`config.mk`:
```
export PLATFORM = sky130hd
export DESIGN_NAME = piece_queue_with_reserve_stack
export DESIGN_NICKNAME = d
export VERILOG_FILES = /design/src/design/pqrs_pkg.sv /design/src/design/pqrs_cell.sv /design/src/design/pqrs_row.sv /design/src/design/piece_queue_with_reserve_stack.sv
export SDC_FILE = /design/constraint.sdc
export NUM_CORES = 1
export LEC_CHECK = 0
export BUFFER_PORTS_ARGS = -buffer_cell sky130_fd_sc_hd__buf_2
export CAP_MARGIN = 40
export CORE_ASPECT_RATIO = 0.8
export CORE_MARGIN = 4
export CORE_UTILIZATION = 43
export CTS_BUF_LIST = sky130_fd_sc_hd__clkbuf_8
export CTS_CLUSTER_DIAMETER = 30
export DETAILED_ROUTE_END_ITERATION = 16
export SLEW_MARGIN = 20
export SYNTH_ARGS = -nofsm -noshare
export SYNTH_HDL_FRONTEND = slang
export SYNTH_HIERARCHICAL = 1
export SYNTH_SLANG_ARGS = --single-unit
```
`constraint.sdc`:
```
create_clock -name clk -period 3.89 [get_ports clk]
set_input_delay 1.167 -clock clk [delete_from_list [all_inputs] [get_ports clk]]
set_output_delay 1.167 -clock clk [all_outputs]
set_load 0.05 [all_outputs]
```
`src/design/pqrs_pkg.sv`:
```
package pqrs_pkg;

	localparam int QUEUE_DEPTH_DEF = 5;
	localparam int STACK_DEPTH_DEF = 3;
	localparam int ID_WIDTH_DEF    = 16;
	localparam int TYPE_W          = 2;

	typedef enum logic [1:0] {
		K_ADD     = 2'd0,
		K_PLAY    = 2'd1,
		K_RESERVE = 2'd2,
		K_USE     = 2'd3
	} kind_t;

	typedef enum logic [2:0] {
		ST_OK          = 3'd0,
		ST_QUEUE_EMPTY = 3'd1,
		ST_STACK_FULL  = 3'd2,
		ST_STACK_EMPTY = 3'd3,
		ST_QUEUE_FULL  = 3'd4
	} status_t;

	typedef enum logic [1:0] {
		CELL_HOLD = 2'd0,
		CELL_NEXT = 2'd1,
		CELL_PREV = 2'd2,
		CELL_LOAD = 2'd3
	} cell_op_t;

	// Row control: shift toward cell 0, shift away from cell 0, load one cell.
	typedef struct packed {
		logic shift_dn;
		logic shift_up;
		logic load;
	} row_ctl_t;

	// Type table I, O, T, L, I; indexes past the table give I.
	function automatic logic [TYPE_W-1:0] type_of(input logic [2:0] idx);
		logic [TYPE_W-1:0] t;
		case (idx)
			3'd1: t = 2'd1;
			3'd2: t = 2'd2;
			3'd3: t = 2'd3;
			default: t = 2'd0;
		endcase
		return t;
	endfunction

endpackage

```
`src/design/pqrs_cell.sv`:
```
module pqrs_cell #(
	parameter int WIDTH = 18
) (
	input  logic                clk,
	input  pqrs_pkg::cell_op_t  op,
	input  logic [WIDTH-1:0]    prev_data,
	input  logic [WIDTH-1:0]    next_data,
	input  logic [WIDTH-1:0]    load_data,
	output logic [WIDTH-1:0]    data
);
	import pqrs_pkg::*;

	logic [WIDTH-1:0] data_q;

	always_ff @(posedge clk) begin
		case (op)
			CELL_NEXT: data_q <= next_data;
			CELL_PREV: data_q <= prev_data;
			CELL_LOAD: data_q <= load_data;
			default:   data_q <= data_q;
		endcase
	end

	assign data = data_q;

endmodule

```
`src/design/pqrs_row.sv`:
```
module pqrs_row #(
	parameter int DEPTH = 5,
	parameter int WIDTH = 18,
	localparam int IDX_W = (DEPTH > 1) ? $clog2(DEPTH) : 1
) (
	input  logic                clk,
	input  pqrs_pkg::row_ctl_t  ctl,
	input  logic [IDX_W-1:0]    load_idx,
	input  logic [WIDTH-1:0]    load_data,
	output logic [WIDTH-1:0]    head
);
	import pqrs_pkg::*;

	logic [WIDTH-1:0] cell_data [DEPTH];

	for (genvar i = 0; i < DEPTH; i++) begin : g_cell
		cell_op_t         op;
		logic [WIDTH-1:0] prev_d;
		logic [WIDTH-1:0] next_d;

		assign prev_d = (i == 0) ? cell_data[i] : cell_data[(i == 0) ? 0 : i-1];
		assign next_d = (i == DEPTH-1) ? cell_data[i] : cell_data[(i == DEPTH-1) ? i : i+1];

		// load wins over shift so a refill lands after the row moves
		always_comb begin
			if (ctl.load && load_idx == IDX_W'(i)) begin
				op = CELL_LOAD;
			end else if (ctl.shift_dn) begin
				op = CELL_NEXT;
			end else if (ctl.shift_up) begin
				op = CELL_PREV;
			end else begin
				op = CELL_HOLD;
			end
		end

		pqrs_cell #(.WIDTH(WIDTH)) u_cell (
			.clk       (clk),
			.op        (op),
			.prev_data (prev_d),
			.next_data (next_d),
			.load_data (load_data),
			.data      (cell_data[i])
		);
	end

	assign head = cell_data[0];

endmodule

```
`src/design/piece_queue_with_reserve_stack.sv`:
```
// Result: each accepted command beat is registered and its result beat shows in the next cycle.
// Throughput: one command per cycle; the output register refills in the same
// cycle it is drained, so only a stalled result holds off new commands.
// Reset: arst_n clears queue and stack fill, next identifier and output valid;
// cell contents are left as they are and only read once written.
module piece_queue_with_reserve_stack #(
	parameter int QUEUE_DEPTH = pqrs_pkg::QUEUE_DEPTH_DEF,
	parameter int STACK_DEPTH = pqrs_pkg::STACK_DEPTH_DEF,
	parameter int ID_WIDTH    = pqrs_pkg::ID_WIDTH_DEF
) (
	input  logic        clk,
	input  logic        arst_n,
	input  logic        in_valid,
	output logic        in_ready,
	input  logic [1:0]  kind,
	input  logic [2:0]  new_type,
	output logic        out_valid,
	input  logic        out_ready,
	output logic [2:0]  status,
	output logic [1:0]  piece_type,
	output logic [15:0] piece_id,
	output logic [2:0]  queue_count,
	output logic [1:0]  stack_count
);
	import pqrs_pkg::*;

	localparam int PIECE_W = TYPE_W + ID_WIDTH;
	localparam int QIDX_W  = (QUEUE_DEPTH > 1) ? $clog2(QUEUE_DEPTH) : 1;
	localparam int SIDX_W  = (STACK_DEPTH > 1) ? $clog2(STACK_DEPTH) : 1;
	localparam int QF_W    = $clog2(QUEUE_DEPTH + 1);
	localparam int SF_W    = $clog2(STACK_DEPTH + 1);

	// Fill counts and the identifier counter
	logic [QF_W-1:0]     q_fill_q;
	logic [SF_W-1:0]     s_fill_q;
	logic [ID_WIDTH-1:0] next_id_q;

	// Result register
	logic                out_valid_q;
	status_t             status_q;
	logic [TYPE_W-1:0]   type_q;
	logic [ID_WIDTH-1:0] id_q;

	logic                fire;
	kind_t               kind_v;
	row_ctl_t            q_ctl;
	row_ctl_t            s_ctl;
	logic [QIDX_W-1:0]   q_load_idx;
	logic [PIECE_W-1:0]  q_head;
	logic [PIECE_W-1:0]  s_head;
	logic [PIECE_W-1:0]  new_piece;
	logic                draw;
	logic                take_q;
	logic                take_s;
	status_t             status_n;
	logic [QF_W-1:0]     q_fill_n;
	logic [SF_W-1:0]     s_fill_n;
	logic                q_empty;
	logic                q_full;
	logic                s_empty;
	logic                s_full;

	// Take a new beat whenever the result slot is free or being drained.
	assign in_ready = !out_valid_q || out_ready;
	assign fire     = in_valid && in_ready;
	assign kind_v   = kind_t'(kind);

	assign q_empty = (q_fill_q == '0);
	assign q_full  = (q_fill_q == QF_W'(QUEUE_DEPTH));
	assign s_empty = (s_fill_q == '0);
	assign s_full  = (s_fill_q == SF_W'(STACK_DEPTH));

	assign new_piece = {type_of(new_type), next_id_q};

	// Decode one command into row moves. The queue front sits in cell 0, so a
	// removal shifts the row down and the refill lands at the last filled slot.
	// The stack top also sits in cell 0: push shifts up, pop shifts down.
	always_comb begin
		q_ctl      = '0;
		s_ctl      = '0;
		q_load_idx = '0;
		draw       = 1'b0;
		take_q     = 1'b0;
		take_s     = 1'b0;
		status_n   = ST_OK;
		q_fill_n   = q_fill_q;
		s_fill_n   = s_fill_q;
		if (fire) begin
			case (kind_v)
				K_ADD: begin
					// an identifier is drawn even when the piece is dropped
					draw = 1'b1;
					if (q_full) begin
						status_n = ST_QUEUE_FULL;
					end else begin
						q_ctl.load = 1'b1;
						q_load_idx = QIDX_W'(q_fill_q);
						q_fill_n   = q_fill_q + 1'b1;
					end
				end
				K_PLAY: begin
					if (q_empty) begin
						status_n = ST_QUEUE_EMPTY;
					end else begin
						take_q         = 1'b1;
						draw           = 1'b1;
						q_ctl.shift_dn = 1'b1;
						q_ctl.load     = 1'b1;
						q_load_idx     = QIDX_W'(q_fill_q - 1'b1);
					end
				end
				K_RESERVE: begin
					if (q_empty) begin
						status_n = ST_QUEUE_EMPTY;
					end else if (s_full) begin
						status_n = ST_STACK_FULL;
					end else begin
						take_q         = 1'b1;
						draw           = 1'b1;
						q_ctl.shift_dn = 1'b1;
						q_ctl.load     = 1'b1;
						q_load_idx     = QIDX_W'(q_fill_q - 1'b1);
						s_ctl.shift_up = 1'b1;
						s_ctl.load     = 1'b1;
						s_fill_n       = s_fill_q + 1'b1;
					end
				end
				K_USE: begin
					if (s_empty) begin
						status_n = ST_STACK_EMPTY;
					end else begin
						take_s         = 1'b1;
						s_ctl.shift_dn = 1'b1;
						s_fill_n       = s_fill_q - 1'b1;
					end
				end
				default: begin
					status_n = ST_OK;
				end
			endcase
		end
	end

	pqrs_row #(.DEPTH(QUEUE_DEPTH), .WIDTH(PIECE_W)) u_queue (
		.clk       (clk),
		.ctl       (q_ctl),
		.load_idx  (q_load_idx),
		.load_data (new_piece),
		.head      (q_head)
	);

	pqrs_row #(.DEPTH(STACK_DEPTH), .WIDTH(PIECE_W)) u_stack (
		.clk       (clk),
		.ctl       (s_ctl),
		.load_idx  (SIDX_W'(0)),
		.load_data (q_head),
		.head      (s_head)
	);

	// Control state: fills, identifier counter and result valid.
	always_ff @(posedge clk or negedge arst_n) begin
		if (!arst_n) begin
			q_fill_q    <= '0;
			s_fill_q    <= '0;
			next_id_q   <= '0;
			out_valid_q <= 1'b0;
		end else begin
			q_fill_q <= q_fill_n;
			s_fill_q <= s_fill_n;
			if (draw) begin
				next_id_q <= next_id_q + 1'b1;
			end
			if (fire) begin
				out_valid_q <= 1'b1;
			end else if (out_ready) begin
				out_valid_q <= 1'b0;
			end
		end
	end

	// Result payload: hold while stalled, load on every accepted beat.
	always_ff @(posedge clk) begin
		if (fire) begin
			status_q <= status_n;
			if (take_q) begin
				type_q <= q_head[PIECE_W-1 -: TYPE_W];
				id_q   <= q_head[ID_WIDTH-1:0];
			end else if (take_s) begin
				type_q <= s_head[PIECE_W-1 -: TYPE_W];
				id_q   <= s_head[ID_WIDTH-1:0];
			end else begin
				type_q <= '0;
				id_q   <= '0;
			end
		end
	end

	assign out_valid   = out_valid_q;
	assign status      = status_q;
	assign piece_type  = type_q;
	assign piece_id    = 16'(id_q);
	assign queue_count = 3'(q_fill_q);
	assign stack_count = 2'(s_fill_q);

	a_qfill_range: assert property (@(posedge clk) disable iff (!arst_n)
		q_fill_q <= QF_W'(QUEUE_DEPTH))
		else $error("queue fill beyond depth");

	a_sfill_range: assert property (@(posedge clk) disable iff (!arst_n)
		s_fill_q <= SF_W'(STACK_DEPTH))
		else $error("stack fill beyond depth");

	a_add_draws_id: assert property (@(posedge clk) disable iff (!arst_n)
		(fire && kind_v == K_ADD) |=> (next_id_q == $past(next_id_q) + 1'b1))
		else $error("add did not advance the identifier");

	a_count_tracks_fill: assert property (@(posedge clk) disable iff (!arst_n)
		out_valid_q |-> (queue_count == 3'(q_fill_q) && stack_count == 2'(s_fill_q)))
		else $error("reported counts differ from fill");

endmodule

```
After elaboration in Yosys (flattened, before gate mapping)
Cells that the tools add are included.
Cells by class
  add/sub/neg operators: 5
  equality and inequality tests: 33
  multiplexer cells: 57
  bitwise logic cells: 1
  reduce and logical (&&, ||, !) cells: 24
Operators by type and width (count)
  18-bit case mux with 3 select lines: 4
  18-bit case mux with 2 select lines: 4
  2-bit 2-to-1 mux: 19
  16-bit 2-to-1 mux: 2
  2-bit == test (second input constant): 15
  3-bit 2-to-1 mux: 7
  16-bit by 1-bit adder with 16-bit output (second input constant): 1
  2-bit by 1-bit == test with 1-bit output (second input constant): 7
  1-bit 2-to-1 mux: 14
  3-bit by 2-bit == test with 1-bit output (second input constant): 4
  3-bit case mux with 4 select lines: 1
  2-bit nonzero test: 6
  3-bit nonzero test: 4
  3-bit case mux with 3 select lines: 1
  3-bit by 1-bit == test with 1-bit output (second input constant): 2
  3-bit == test (second input constant): 2
  1-bit logical AND: 6
  3-bit zero test: 2
  2-bit inequality test (second input constant): 3
  1-bit case mux with 3 select lines: 2
  2-bit case mux with 3 select lines: 1
  5-bit AND reduction: 1
  2-bit zero test: 2
  2-bit case mux with 2 select lines: 1
  9 further kinds: 9
Storage, ports and cells
  register bits after elaboration: 187
  bits of input ports: 9
  output and inout bits: 28
  word-level logic and storage cells: 135

Longest topological paths before layout
  depth in word-level cells: 10
  depth in mapped cells: 13
  depth with buffers taken out: 11

By module
Netlist, hierarchy kept.
By module, submodules not included
  pqrs_cell: instances 8, cells an instance 79, area an instance 935.9 um^2
  piece_queue_with_reserve_stack: instances 1, cells an instance 225, area an instance 2384.8 um^2
  pqrs_row (u_queue): instances 1, cells an instance 17, area an instance 118.9 um^2
  pqrs_row (u_stack): instances 1, cells an instance 10, area an instance 66.3 um^2

Worst setup path before layout
Ideal clock, no wire load.
  path type: input -> register
  start point: input kind[0]
  end point: register u_queue.g_cell[4].u_cell.data_q[0] (enable)
  library setup time: 296 ps
  arrival time: 3408 ps
  required time: 3594 ps
  setup slack: 186 ps
  stages: 11
  buffers on the path: 2
  cells stage by stage: inv_1 > ha_1 > a21boi_0 > a22oi_1 > o21ai_0 > nor2b_1 > nor2_2 > a31o_2 > buf_6 > buf_12 > or2_2
On the way
  word-level cells in the longest chain between the ends: 8
  elaborated cells between the ends (all ways): 16
Ends and longest elaborated chain
  start: declaration: line piece_queue_with_reserve_stack.sv:15  | input logic [1:0] kind,
  2-bit == test (tied with other cells): line piece_queue_with_reserve_stack.sv:89  | case (kind_v)
  3-bit case mux with 3 select lines (*): line piece_queue_with_reserve_stack.sv:89
  3-bit 2-to-1 mux (*): line piece_queue_with_reserve_stack.sv:88  | if (fire) begin
  named net q_load_idx[1]: line piece_queue_with_reserve_stack.sv:48  | logic [QIDX_W-1:0] q_load_idx;
  3-bit == test (*): line pqrs_row.sv:26  | if (ctl.load && load_idx == IDX_W'(i)) begin
  1-bit logical AND (*): line pqrs_row.sv:26
  2-bit 2-to-1 mux (*): line pqrs_row.sv:26
  named net u_queue.g_cell[4].op[0]: line pqrs_row.sv:17  | cell_op_t op;
  2-bit == test: line pqrs_cell.sv:16  | case (op)
  2-bit nonzero test (no source line) (*)
  end signal: assignment: line pqrs_cell.sv:17  | CELL_NEXT: data_q <= next_data;
  end signal: assignment: line pqrs_cell.sv:18  | CELL_PREV: data_q <= prev_data;
  end signal: assignment: line pqrs_cell.sv:19  | CELL_LOAD: data_q <= load_data;
  end: declaration: line pqrs_cell.sv:13  | logic [WIDTH-1:0] data_q;
Mark *: on every way through the listed nets, which the timed path passes. The rest lies on a longest branch.
A chain may end at the register's enable or synchronous reset.

Worst setup path in the final report
  start point: input kind[0]
  end point: register u_queue.g_cell[1].u_cell.data_q[5], data pin
On the way
  word-level cells in the longest chain between the ends: 8
  elaborated cells between the ends (all ways): 17
Ends and longest elaborated chain (line)
  2-bit == test (tied with other cells): piece_queue_with_reserve_stack.sv:89
  3-bit case mux with 3 select lines (*): piece_queue_with_reserve_stack.sv:89
  3-bit 2-to-1 mux (*): piece_queue_with_reserve_stack.sv:88
  named net q_load_idx[0]: piece_queue_with_reserve_stack.sv:48
  3-bit by 1-bit == test with 1-bit output (*): pqrs_row.sv:26
  1-bit logical AND (*): pqrs_row.sv:26
  2-bit 2-to-1 mux (*): pqrs_row.sv:26
  named net u_queue.g_cell[1].op[0]: pqrs_row.sv:17
  2-bit == test / 2-bit by 1-bit == test with 1-bit output (equally long branches): pqrs_cell.sv:16
  18-bit case mux with 3 select lines (*): pqrs_cell.sv:16
  end signal: assignment: pqrs_cell.sv:17
  end signal: assignment: pqrs_cell.sv:18
  end signal: assignment: pqrs_cell.sv:19
  end: declaration: pqrs_cell.sv:13
Marked as above.

==> results.md <==
- CP Data Required Time: 4.08 ns
- Vias: 6755
- CTS tree: yes
- Slowest stage delay, CP: 0.41 ns
- Worst-path fanout max: 18
- Vias per cell: 5.46
- Slew @ Worst Pin: 0.790 ns
- Seq/Total Area, Yosys: 54.7%
- Post-cts gate resize count: 0
- End point of the critical path: u_queue/g_cell[1].u_cell/data[5]
- Sink Count: 187
- Minimum clock period: 3.41 ns
- GR Overflow Total: 0
- Leak: 0.00383 uW
- Post-synth top area share: 49.3%
- Hold Path Depth: 1
- Worst reg2reg path depth: 12
- Top delay family on crit path: compound AO/OA/AOI/OAI gates
- Cells after Synth: 884
- TritonRoute pass-1 iters: 5
- Die area: 25900 sq um
- Remaining DRCs: 0
- Critical path origin: kind[0]
- Max capacitance violation total: 0
- Final #Nets: 938
- RSZ-0062 raised after global routing: false
- CP max stage cell: a21boi_0
- Placer Congestion: 0.765
- Final wirelength: 21800 microns
- Post-DRT Antenna Nets: 0
- CP bufs+invs: 4
- Levels on crit path: 12
- Inst Count DP: 1205
- Clk_skew: 0.0187 ns
- Post-synth ARST share: 11.8%
- Iter 0 DRT Violations: 550
- Crit path top cell by count: inv_1
- Worst EP arrival: 3.60 ns
- Initial antenna violation count: 0
- Critical Path End Type: flip-flop
- Worst VDD drop: 0.000399 V
- Layout cell share with drive strength beyond 1: 13.7%
- Top post-synthesis cells by area: edfxtp_1 (49%), mux2i_1 (14%), a21oi_1 (7.4%)
- I/O Pins: 37
- Mapped cell area: 10100 sq um
- Slew margin rel.: 47.3%
- Pwr dens: 534 nW/um^2
- ANT cells: 0
- IO Port Bufs: 36
- Syn avg cell area: 11.4 sq um
- Synth unique cells: 53
- Dominant cell type by area after synthesis: edfxtp_1
- Most common cell in the netlist: edfxtp_1
- Ys Warns: 6
- Die Y: 145 microns
- Largest net degree at the start of global routing: 37
- Post-DP HPWL: 14900 microns
- H-tree depth: 4
- Status: complete, no violations
- Clk root buf: clkbuf_8
- Vias in the first global route: 6649
- Area growth, synth to finish: 8.36%
- Util after Layout: 47.9%
- Final std cells w/o fill: 1237
- Clk_lat worst skew: 0.46 ns
- Final Instance Area: 10900 sq um
- Initial core utilization: 44.2%
- Flops & latches, synth: 187
- # rows: 49
- GRT Util Overall: 17.4%
- Reg2reg end: u_queue/g_cell[1].u_cell/data[5]
- Clock Tree Buf Depth: 2
- Die width: 179 microns
- CTS Buf Count: 17
- DP Area: 10500 sq um
- Top FF cell, synth: edfxtp_1
- Pwr Total: 5820 uW
- Post-synth EDFFs: 165
- Final worst path period share: 87.7%
- Reg2Reg Setup Slack: 0.75 ns
- Slew Limit Fails: 0
- Fin Setup TNS: 0 ns
- Final setup violating endpoints: 0
- Crit-path cells: buf_2 -> inv_1 -> ha_1 -> a21boi_0 -> inv_1 -> mux2_2 -> nor2_1 -> nand3b_1 -> o21ai_2 -> buf_12 -> mux2i_1 -> a21oi_1
- First-pass GRT wire length: 35600 microns
- Commonest cells post-synth: edfxtp_1 (165), nor2_1 (150), a21oi_1 (148), mux2i_1 (144), buf_2 (40)
- Routed len/inst: 17.6 microns
- Postcts setup bufs: 0
- Final hold violations: 0
- Setup CP Type: primary input to flip-flop
- Fmax: 0.293 GHz
- Reg2reg start: queue_count[0]
- Hold Buf Count CTS: 0
- Core Footprint: 22700 sq um
- CP Launch Type: primary input
- Clk slew on worst S/H paths: 0.09 ns
- Type of the worst min-delay path: flip-flop to flip-flop
==> metrics by stage <==
stage          hold WS, ns  setup slack, ns
2_1_floorplan        0.517            0.186
3_3_place_gp         0.561            0.175
5_1_grt              0.599            0.274
3_5_place_dp         0.557           0.0262
4_1_cts              0.572            0.511
6_report             0.563            0.479
==> registers in the layout, summed over array words and instances, names as in the netlist <==
signal                      flops
queue_count                     3
piece_type                      2
status                          3
u_stack/g_cell.u_cell/data     54
piece_id                       16
stack_count                     2
out_valid                       1
next_id_q                      16
u_queue/g_cell.u_cell/data     90
==> worst register-to-register path: cells and delay by family, from the launching register on <==
family | cells | cell delay (ns)
adders and majority gates | 2 | 0.52
AOI/OAI and AO/OA | 3 | 0.50
buffers and inverters | 3 | 0.44
DFF | 1 | 0.44
muxes | 2 | 0.54
and+or+nand+nor | 2 | 0.44
==> cell usage in the layout (no fill, tap or decap), types with 3 or more instances in the layout <==
master      n
a21oi_1   148
buf_12      7
buf_2      36
buf_4      22
clkbuf_8   17
conb_1     10
dfrtp_1    22
edfxtp_1  165
ha_1       11
inv_1      11
inv_6       6
mux2_2      4
mux2i_1   144
nand2_1    32
nand2b_1    9
nand3_1    23
nand3b_1    3
nand4_1     3
nor2_1    150
nor2b_1     4
nor3_1      4
nor4b_1     3
o21ai_0    22
o21ai_2     4
or2_2       8
xor2_1     15
==> kinds of logic (layout without fill, tap and decap cells) <==
| group | Yosys count | after routing | share of synthesized area, % |
|---|---|---|---|
| xor+xnor | 17 | 17 | 1.48 |
| buf+inv | 71 | 109 | 5.11 |
| simple gates | 258 | 258 | 12.2 |
| other cells | 1 | 10 | 0.0373 |
| mux | 148 | 148 | 14.8 |
| flops | 187 | 187 | 54.7 |
| fa+ha+maj | 11 | 11 | 1.37 |
| compound gates | 191 | 191 | 10.3 |
==> area by class of cell <==
class / instances / area [sq um]
fillers: 2097 / 11800
flip-flops and latches: 187 / 5510
multi-input cells: 635 / 4090
repair buffers: 65 / 485
well taps: 306 / 383
clock buffers: 17 / 234
clock inverters: 15 / 159
inverters: 12 / 45.0
==> where the power goes <==
part	switching (uW)	leakage (uW)	internal (uW)
Clock	747	0.000203	584
Combinational	897	0.00177	561
Sequential	359	0.00185	2670
Total	2000	0.00383	3820
==> worst min-delay path by stage <==
| stage | start | to |
|---|---|---|
| after global routing | queue_count[0] | queue_count[0] |
| after detailed placement | queue_count[0] | queue_count[0] |
| final | queue_count[0] | queue_count[0] |
| after CTS | queue_count[0] | queue_count[0] |
| after floorplan | next_id_q[15] | next_id_q[15] |
| after global placement | queue_count[0] | queue_count[0] |
==> per-layer routing <==
metal | part of all wire [%] | global-route usage [%] | vias to the layer above
li1 | - | - | 3284
met1 | 49 | 25.0 | 3338
met2 | 46 | 27.4 | 118
met3 | 4.1 | 3.56 | 15
met4 | 0.84 | 3.79 | 0
met5 | 0 | 0 | -
No activity file was read; power rests on OpenSTA's default activity.
